[src/sv/fblm_pkg.sv]
// Shared constants, types and helpers of the fixed block free list manager.
`timescale 1ns / 1ps

package fblm_pkg;

    // Pool geometry. Block indexes are 8 bits wide, so the pool holds at most 256 blocks.
    localparam int MAX_BLOCKS = 256;
    localparam int IDX_W      = $clog2(MAX_BLOCKS);
    localparam int CNT_W      = $clog2(MAX_BLOCKS + 1);

    // Request kinds.
    localparam logic [1:0] KIND_ALLOC   = 2'd0;
    localparam logic [1:0] KIND_FREE    = 2'd1;
    localparam logic [1:0] KIND_RELEASE = 2'd2;

    // Result status codes.
    localparam logic [1:0] STAT_OK        = 2'd0;
    localparam logic [1:0] STAT_EXHAUSTED = 2'd1;
    localparam logic [1:0] STAT_NONE_USED = 2'd2;
    localparam logic [1:0] STAT_BAD_INDEX = 2'd3;

    // Commands from the controller to the datapath.
    typedef struct packed {
        logic capture;  // latch the request and read the head block's link
        logic execute;  // apply the request and load the result registers
    } t_dp_cmd;

    // Clamp a written pool size into 1..MAX_BLOCKS.
    function automatic logic [CNT_W-1:0] clamp_pool(input logic [CNT_W-1:0] value);
        logic [CNT_W-1:0] result;
        result = value;
        if (value == '0) begin
            result = CNT_W'(1);
        end else if (value > CNT_W'(MAX_BLOCKS)) begin
            result = CNT_W'(MAX_BLOCKS);
        end
        return result;
    endfunction

endpackage

[src/sv/fblm_ctrl.sv]
// Controller state machine of the fixed block free list manager.
`timescale 1ns / 1ps

module fblm_ctrl (
    input  logic              i_clk,
    input  logic              i_rst_n,
    input  logic              i_start,
    output logic              o_busy,
    output logic              o_done,
    output fblm_pkg::t_dp_cmd o_cmd
);

    typedef enum logic {
        S_IDLE,
        S_EXEC
    } t_state;

    t_state r_state;
    t_state n_state;
    logic   r_done;

    always_comb begin
        n_state = r_state;
        unique case (r_state)
            S_IDLE: begin
                if (i_start) begin
                    n_state = S_EXEC;
                end
            end
            S_EXEC: begin
                n_state = S_IDLE;
            end
            default: begin
                n_state = S_IDLE;
            end
        endcase
    end

    always_ff @(posedge i_clk) begin
        if (!i_rst_n) begin
            r_state <= S_IDLE;
            r_done  <= 1'b0;
        end else begin
            r_state <= n_state;
            r_done  <= (r_state == S_EXEC);
        end
    end

    assign o_busy        = (r_state != S_IDLE);
    assign o_done        = r_done;
    assign o_cmd.capture = (r_state == S_IDLE) && i_start;
    assign o_cmd.execute = (r_state == S_EXEC);

endmodule

[src/sv/fblm_datapath.sv]
// Datapath of the fixed block free list manager: list registers, link memory and results.
`timescale 1ns / 1ps

module fblm_datapath (
    input  logic                        i_clk,
    input  logic                        i_rst_n,
    input  fblm_pkg::t_dp_cmd           i_cmd,
    input  logic [1:0]                  i_kind,
    input  logic [fblm_pkg::IDX_W-1:0]  i_block,
    input  logic                        i_cfg_we,
    input  logic [fblm_pkg::CNT_W-1:0]  i_cfg_wdata,
    output logic [fblm_pkg::IDX_W-1:0]  o_granted_block,
    output logic [1:0]                  o_status,
    output logic [fblm_pkg::CNT_W-1:0]  o_free_count
);

    localparam int IW = fblm_pkg::IDX_W;
    localparam int CW = fblm_pkg::CNT_W;

    // Link memory: undefined until written, written only by frees.
    logic [IW-1:0] r_link_mem [fblm_pkg::MAX_BLOCKS];
    logic [IW-1:0] r_link_rd;

    // Latched request.
    logic [1:0]    r_kind;
    logic [IW-1:0] r_blk;

    // List state.
    logic [CW-1:0] r_pool,  n_pool;
    logic [IW-1:0] r_head,  n_head;
    logic [IW-1:0] r_tail,  n_tail;
    logic          r_empty, n_empty;
    logic [CW-1:0] r_used,  n_used;
    logic [CW-1:0] r_fresh, n_fresh;

    // Results.
    logic [IW-1:0] r_granted, n_granted;
    logic [1:0]    r_status,  n_status;
    logic [CW-1:0] r_free,    n_free;

    logic          link_we;
    logic [CW-1:0] head_ext;
    logic [CW-1:0] head_succ;
    logic [CW:0]   used_plus;
    logic [CW-1:0] cfg_pool;

    assign head_ext  = {1'b0, r_head};
    assign head_succ = head_ext + CW'(1);
    assign used_plus = {1'b0, r_used} + (CW+1)'(1);
    assign cfg_pool  = fblm_pkg::clamp_pool(i_cfg_wdata);

    always_comb begin
        n_pool    = r_pool;
        n_head    = r_head;
        n_tail    = r_tail;
        n_empty   = r_empty;
        n_used    = r_used;
        n_fresh   = r_fresh;
        n_granted = '0;
        n_status  = fblm_pkg::STAT_OK;
        link_we   = 1'b0;

        case (r_kind)
            fblm_pkg::KIND_ALLOC: begin
                if (r_empty || (r_used >= r_pool)) begin
                    n_status = fblm_pkg::STAT_EXHAUSTED;
                end else begin
                    n_granted = r_head;
                    if ((r_head == r_tail) || (used_plus >= {1'b0, r_pool})) begin
                        n_empty = 1'b1;
                    end else if ((head_ext >= r_fresh) && (head_succ < r_pool)) begin
                        // Blocks not handed out since init chain to their successor.
                        n_head = head_succ[IW-1:0];
                    end else begin
                        n_head = r_link_rd;
                    end
                    if (head_ext >= r_fresh) begin
                        n_fresh = head_succ;
                    end
                    n_used = used_plus[CW-1:0];
                end
            end
            fblm_pkg::KIND_FREE: begin
                if (r_used == '0) begin
                    n_status = fblm_pkg::STAT_NONE_USED;
                end else if ({1'b0, r_blk} >= r_pool) begin
                    n_status = fblm_pkg::STAT_BAD_INDEX;
                end else begin
                    if (r_empty) begin
                        n_head  = r_blk;
                        n_empty = 1'b0;
                    end else begin
                        link_we = 1'b1;
                    end
                    n_tail = r_blk;
                    n_used = r_used - CW'(1);
                end
            end
            fblm_pkg::KIND_RELEASE: begin
                n_head  = '0;
                n_tail  = IW'(r_pool - CW'(1));
                n_empty = 1'b0;
                n_used  = '0;
                n_fresh = '0;
            end
            default: begin
            end
        endcase

        n_free = r_pool - n_used;
    end

    // Link memory with registered read of the head block, issued when a request is taken.
    always_ff @(posedge i_clk) begin
        if (i_cmd.execute && link_we) begin
            r_link_mem[r_tail] <= r_blk;
        end
        if (i_cmd.capture) begin
            r_link_rd <= r_link_mem[r_head];
        end
    end

    // Request and result registers carry no reset.
    always_ff @(posedge i_clk) begin
        if (i_cmd.capture) begin
            r_kind <= i_kind;
            r_blk  <= i_block;
        end
        if (i_cmd.execute) begin
            r_granted <= n_granted;
            r_status  <= n_status;
            r_free    <= n_free;
        end
    end

    always_ff @(posedge i_clk) begin
        if (!i_rst_n) begin
            r_pool  <= CW'(fblm_pkg::MAX_BLOCKS);
            r_head  <= '0;
            r_tail  <= IW'(fblm_pkg::MAX_BLOCKS - 1);
            r_empty <= 1'b0;
            r_used  <= '0;
            r_fresh <= '0;
        end else if (i_cfg_we) begin
            r_pool  <= cfg_pool;
            r_head  <= '0;
            r_tail  <= IW'(cfg_pool - CW'(1));
            r_empty <= 1'b0;
            r_used  <= '0;
            r_fresh <= '0;
        end else if (i_cmd.execute) begin
            r_pool  <= n_pool;
            r_head  <= n_head;
            r_tail  <= n_tail;
            r_empty <= n_empty;
            r_used  <= n_used;
            r_fresh <= n_fresh;
        end
    end

    assign o_granted_block = r_granted;
    assign o_status        = r_status;
    assign o_free_count    = r_free;

endmodule

[src/sv/fixed_block_free_list_manager_unit.sv]
// Top level of the fixed block free list manager.
`timescale 1ns / 1ps

// The block hands out and takes back equal blocks of a pool, named by index, kept
// on a FIFO free list. After reset, or a write of the pool size, blocks 0 to
// size-1 are free in ascending order.
// Requests: drive i_kind and i_block with start high; the transfer happens at a
// rising edge where start is high and busy is low. Kind 0 allocates the head
// block, kind 1 frees i_block to the tail, kind 2 releases every block.
// Results: o_done is high for exactly one cycle with o_granted_block, o_status
// and o_free_count valid; the receiver cannot stall, so it must take the result
// in that cycle. Exactly one result follows each request.
// Timing: busy rises for one cycle after a transfer and o_done follows in the
// next cycle; a new request is taken only once busy has fallen again. The exec
// state comes from the registered read of the head block's link in the link
// memory, which the allocation needs to advance the head.
// Configuration: i_cfg_we with i_cfg_wdata writes the pool size (clamped into
// 1..256) and rebuilds the list; write only while no request is in flight.
// Reset (i_rst_n low, synchronous) sets a pool of 256 blocks, all free; the link
// memory needs no clearing pass, since never-linked blocks chain implicitly.
module fixed_block_free_list_manager_unit (
    input  logic                        i_clk,
    input  logic                        i_rst_n,
    input  logic                        start,
    output logic                        busy,
    input  logic [1:0]                  i_kind,
    input  logic [fblm_pkg::IDX_W-1:0]  i_block,
    input  logic                        i_cfg_we,
    input  logic [fblm_pkg::CNT_W-1:0]  i_cfg_wdata,
    output logic                        o_done,
    output logic [fblm_pkg::IDX_W-1:0]  o_granted_block,
    output logic [1:0]                  o_status,
    output logic [fblm_pkg::CNT_W-1:0]  o_free_count
);

    fblm_pkg::t_dp_cmd dp_cmd;

    // The controller sequences each request through capture and execute.
    fblm_ctrl u_ctrl (
        .i_clk   (i_clk),
        .i_rst_n (i_rst_n),
        .i_start (start),
        .o_busy  (busy),
        .o_done  (o_done),
        .o_cmd   (dp_cmd)
    );

    // The datapath holds the list state, the link memory and the result registers.
    fblm_datapath u_dp (
        .i_clk           (i_clk),
        .i_rst_n         (i_rst_n),
        .i_cmd           (dp_cmd),
        .i_kind          (i_kind),
        .i_block         (i_block),
        .i_cfg_we        (i_cfg_we),
        .i_cfg_wdata     (i_cfg_wdata),
        .o_granted_block (o_granted_block),
        .o_status        (o_status),
        .o_free_count    (o_free_count)
    );

endmodule

[config.mk]
export PLATFORM = sky130hd
export DESIGN_NAME = fixed_block_free_list_manager_unit
export DESIGN_NICKNAME = d
export VERILOG_FILES = /design/src/sv/fblm_pkg.sv /design/src/sv/fblm_ctrl.sv /design/src/sv/fblm_datapath.sv /design/src/sv/fixed_block_free_list_manager_unit.sv
export SDC_FILE = /design/constraint.sdc
export NUM_CORES = 2
export LEC_CHECK = 0
export BUFFER_PORTS_ARGS = -buffer_cell sky130_fd_sc_hd__buf_2
export CORE_MARGIN = 2
export CORE_UTILIZATION = 55
export CTS_CLUSTER_DIAMETER = 30
export CTS_CLUSTER_SIZE = 16
export DETAILED_ROUTE_END_ITERATION = 10
export GPL_TIMING_DRIVEN = 0
export HOLD_SLACK_MARGIN = 0.12
export MAX_ROUTING_LAYER = met4
export PLACE_DENSITY = 0.71
export SLEW_MARGIN = 20
export SYNTH_ARGS = -nofsm -noshare
export SYNTH_HDL_FRONTEND = slang
export SYNTH_HIERARCHICAL = 1
export SYNTH_SLANG_ARGS = --single-unit
[constraint.sdc]
create_clock -name i_clk -period 10.62 [get_ports i_clk]
set_input_delay 3.186 -clock i_clk [delete_from_list [all_inputs] [get_ports i_clk]]
set_output_delay 3.186 -clock i_clk [all_outputs]
set_load 0.005 [all_outputs]
# Word level (Yosys, flattened, before mapping)
# Memories as Yosys holds them, arrays and structs flattened. A register that Yosys moved wholly into a read port is not among the register bits.
# Cells that the tools add are included.
# op_classes
addsub	6
magnitude_cmp	6
n_eq_ne	12
mux	38
bitwise	3
n_reduce_logical	18
# ops
op	count
two-way mux 8 bit	10
two-way mux 9 bit	7
case mux 9 bit (3 select lines)	1
case mux 8 bit (3 select lines)	1
greater-or-equal comparator 8 x 9 -> 1 bit	2
logical NOT 9 bit	2
case mux 9 bit (2 select lines)	1
case mux 8 bit (2 select lines)	1
subtractor 8 x 1 -> 8 bit (second input constant)	2
two-way mux 1 bit	12
adder 9 x 1 -> 10 bit (second input constant)	1
greater-or-equal comparator 10 x 9 -> 1 bit	1
adder 8 x 1 -> 9 bit (second input constant)	1
greater-or-equal comparator 9 bit	1
greater-than comparator 9 bit (second input constant)	1
< comparator 9 bit	1
subtractor 9 x 1 -> 9 bit (second input constant)	1
subtractor 9 bit	1
== test 8 bit	1
inequality test 2 bit (second input constant)	4
AND reduction 4 bit	2
AND reduction 7 bit	1
inequality test 2 x 1 -> 1 bit (second input constant)	3
inequality test 3 bit (second input constant)	2
other kinds (14)	23
# word_totals
register_bits	75
mem_bits_rw	2048
output_inout_bits	21
elab_cells	97
n_memories	1
# memory_table
memory	depth	word_bits	read_ports	rd_ports_with_merged_regs	wr	line_no	rtl
u_dp.r_link_mem	256	8	1	1	1	fblm_datapath.sv:21	logic [IW-1:0] r_link_mem [fblm_pkg::MAX_BLOCKS];

# Logic depth before layout (Yosys ltp)
# depth
depth_word	7
ltp_mapped	19

# By module
# Netlist, hierarchy kept.
# modules_own_cells
mod	instances	cells_each	area_per_inst_um2	seq_area_each_um2
fblm_datapath	1	4220	84131.9	63490.9
fblm_ctrl	1	6	73.8	40.0

# Worst setup path after synthesis
# OpenSTA, ideal clock, no wires.
# synth_timing
path_type	reg2reg
from	reg u_dp.r_blk[7]
to	reg u_dp.r_free[8], in the netlist u_dp/o_free_count[8], data pin
setup_time_ps	268
t_arrival_ps	6906
path_slack_ps	3446
stages_incl_launch_ff	19
synth_period_minus_slack_ps	7174
cell_sequence	edfxtp_1 ha_1 and4b_1 and3_1 a221oi_2 and3_1 buf_6 nor2_1 nor3_1 a21o_1 ha_1 inv_1 fa_1 a21o_1 a21oi_1 o21ai_0 o41ai_1 xnor2_1 xnor2_1
# synth_via
elab_chain_cells	5
# synth_rtl
element	line_no	rtl
start: declaration	fblm_datapath.sv:26	logic [IW-1:0] r_blk;
start signal: assignment	fblm_datapath.sv:127	r_blk <= i_block;
greater-or-equal comparator 8 x 9 -> 1 bit	fblm_datapath.sv:86	end else if ({1'b0, r_blk} >= r_pool) begin
two-way mux 9 bit	fblm_datapath.sv:86	
two-way mux 9 bit	fblm_datapath.sv:84	if (r_used == '0) begin
case mux 9 bit (3 select lines)	fblm_datapath.sv:63	case (r_kind)
named net u_dp.n_used[0]	fblm_datapath.sv:33	logic [CW-1:0] r_used, n_used;
subtractor 9 bit	fblm_datapath.sv:110	n_free = r_pool - n_used;
named net u_dp.n_free[8]	fblm_datapath.sv:39	logic [CW-1:0] r_free, n_free;
end signal: assignment	fblm_datapath.sv:132	r_free <= n_free;
end: declaration	fblm_datapath.sv:39	
# The timed path passes the listed nets, and every way through them passes these cells.
# A chain may end at the register's enable or synchronous reset.

# Worst setup path in the final report
# layout_timing
from	reg u_dp.r_blk[5]
to	reg u_dp.r_free[8], in the netlist u_dp/o_free_count[8], data pin
# The elaborated chain is that of the path after synthesis.

==> results.toml <==
[worst_setup_path]
worst-setup-path-type = "register to register"
worst-path-stages = 21
crit_buf_inv = 5
critPathArrivalTime_ns = 6.23
worst_path_dominant_cell_family = "compound AO/OA/AOI/OAI gates"
crit_fanout = 21
worstSetupStartpointType = "register"
timing.rr.end = "u_dp/o_free_count[8]"
r2r_cells = 21
cpMaxStageDelayCell = "a221oi_2"
cpMostUsedCell = "buf_8"
cp.required_ns = 11.27
max_stage_delay_ns = 0.65
timing.reg2reg.setup_slack_ns = 5.04
cp-end-kind = "register"
reg2reg_from = "u_dp/r_blk[5]"
path_cells = "buf_8, buf_8, buf_8, ha_1, and4b_1, and3_1, a221oi_2, and3_1, buf_6, nor2_1, nor3_1, a21o_1, ha_1, inv_1, fa_1, a21o_1, a21oi_1, o21ai_0, o41ai_1, xnor2_1, xnor2_1"

[die]
rows = 143
io_pins = 44
die_y_um = 395
die_area_sq_um = 156000
core_sq_um = 152000
die_w_um = 395
start_util_pct = 55.4

[worst_hold_path]
worstHoldStart = "u_dp/r_fresh[5]"
min_to = "u_dp/r_fresh[5]"
min_path_cells = 2
hp-class = "register to register"

[synth]
ys_warn_count = 6
synth_edf_count = 2085
synth.distinct_cells = 85
synthFlopType = "edfxtp_1"
synth_top_area_share_pct = 74.4
syn_area_sq_um = 84200
yosys-top-cells-area = "edfxtp_1 (74%), mux4_2 (13%), nor2_1 (1.7%)"
synth_xor_xnor_area_share_pct = 0.416
synth-simple-area-share_pct = 3.44
synthMuxAreaShare_pct = 14.2
synth_seq_cells = 2131
synth_async_sr_flop_share_pct = 0
syn_avg_cell_area_sq_um = 19.9
syn_nets = 4309
synth-seq-area-share_pct = 75.4
synth_top_area_cell = "edfxtp_1"
synth_top_family_by_area = "multiplexers"
synth_cells = 4226
synthAdderAreaFrac_pct = 0.900
synth_compound_area_share_pct = 4.00

[finish]
drive_above_1_share_pct = 28.0
final_cells = 7100
syn2layout_area_growth_pct = 20.9
postLayoutCoreUtil_pct = 67.0
fin_area_sq_um = 102000
nets = 4850
layout_common_cells = "edfxtp_1 (2,085), mux4_2 (488), clkbuf_16 (390), nor2_1 (378), o22ai_1 (139)"
final_common_cell = "edfxtp_1"

[cts]
cts_buffers = 384
cts_hold_buffers = 0
cts_max_level = 5
ctsResizeCount = 0
cts_tree = "yes"
cts-root-buf = "clkbuf_16"
insertion_delay_ns = 0.96
cts_setup_buffers = 0
clk_pin_slew_worst_paths_ns = 0.06
clock_path_buffers = 4
cts_sinks = 2131

[pwr]
ir_worst_vdd_mv = 0.187
power.leakage_nw = 32.5
powerDensity_nw_per_um2 = 218
fin_total_pwr_mw = 22.2

[placement]
place_area_sq_um = 88800
portBuffers = 42
dp_hpwl_um = 153000
dp_slack_ns = 5.13
dp.cells = 6411
place.gp.congestion = 0.949

[detailed_routing]
vias = 47000
drtIter0Drc = 7027
drc = 0
wirelength_um = 235000
ant_nets = 0
vias_per_cell = 6.62
wl_per_cell_um = 33.0
dr.pass1.iters = 6

[sta]
slew_violations = 0
timing.final.ws_setup_ns = 5.04
setup-tns-final_ns = 0
period_needed_ns = 5.58
max_freq_mhz = 179
finalClockSkew_ns = 0.0630
fin_hold_ws_ns = 0.467
relSlewSlack_pct = 18.1
rsz0062_at_grt = "false"
period_share_pct = 52.5
final-setup-viol-count = 0
hold_viol = 0
tightest_slew_ns = 1.22

[global_routing]
grt_pass1_wl_um = 335000
grt_usage_pct = 31.1
grt_max_degree = 29
grt_pass1_vias = 47200
antenna_found_initial = 2
overflow = 0

[status]
status = "finished clean"

[run]
maxCapViolations = 0
kinds of logic after synthesis:
family,count (synthesis)
XOR/XNOR,40
flip-flops,2131
adder cells (fa/ha/maj),60
buffers and inverters,284
AND/OR/NAND/NOR,642
AO/OA/AOI/OAI,482
multiplexers,587
final cells by class:
class,instances,area (sq um)
Buffer,239,1170
Inverter,45,169
Clock buffer,429,9930
Clock inverter,257,3030
Multi-Input combinational cell,1811,19400
Fill cell,9246,50100
Timing Repair Buffer,155,2070
Antenna cell,3,7.51
Sequential cell,2131,63500
Tap cell,2030,2540
metal layers:
layer  wire length, um  vias to the layer above  part of all wire, %  global-route usage [%]
li1                  -                    18700                    -                       -
met1             84300                    24400                   36                    40.4
met2            110000                     3324                   47                    46.6
met3             26900                      597                   11                    7.37
met4             12900                        0                  5.5                    15.3
met5                 0                        -                    0                       -
flip-flops by register name, indices dropped and copies added, names as in the netlist:
name and count:
u_dp/o_granted_block 8, u_ctrl/o_done 1, u_dp/r_tail 8, u_dp/r_kind 2, u_ctrl/o_busy 1, u_dp/r_empty 1, u_dp/r_head 8, u_dp/r_blk 8
u_dp/o_free_count 9, u_dp/r_used 9, u_dp/r_fresh 9, u_dp/r_link_mem 2048, u_dp/o_status 2, u_dp/n_pool 9, u_dp/r_link_rd 8
worst max path at each step:
stage,from,endpoint,slack [ns]
after detailed placement,u_dp/r_blk[5],u_dp/o_free_count[8],5.13
after global placement,u_dp/r_blk[2],u_dp/o_free_count[8],-1.11
final,u_dp/r_blk[5],u_dp/o_free_count[8],5.04
after floorplan,u_dp/r_blk[7],u_dp/o_free_count[8],3.45
after global routing,u_dp/r_blk[5],u_dp/o_free_count[8],4.72
after CTS,u_dp/r_blk[5],u_dp/o_free_count[8],5.06
worst register-to-register path, cell delays in order (launching register included):
cell	delay, ns
edfxtp_1	0.44
buf_8	0.22
buf_8	0.19
buf_8	0.21
ha_1	0.26
and4b_1	0.22
and3_1	0.20
a221oi_2	0.65
and3_1	0.29
buf_6	0.15
nor2_1	0.06
nor3_1	0.20
a21o_1	0.13
ha_1	0.14
inv_1	0.06
fa_1	0.40
a21o_1	0.18
a21oi_1	0.22
o21ai_0	0.17
o41ai_1	0.59
xnor2_1	0.17
xnor2_1	0.15
cell usage after synthesis (33+ instances only):
master,n
a21oi_1,67
a22oi_1,56
a31oi_1,38
buf_2,62
buf_4,35
clkbuf_1,114
dfxtp_1,46
edfxtp_1,2085
ha_1,59
inv_1,43
mux2i_1,93
mux4_2,488
nand2_1,81
nand3_1,33
nor2_1,380
o22ai_1,139
power breakdown:
| part | switching [mW] | total (mW) | internal, mW |
|---|---|---|---|
| Clock | 4.15 | 12.2 | 8.05 |
| Sequential | 0.0155 | 9.28 | 9.27 |
| Combinational | 0.472 | 0.708 | 0.236 |
(Power assumes the default switching activity.)
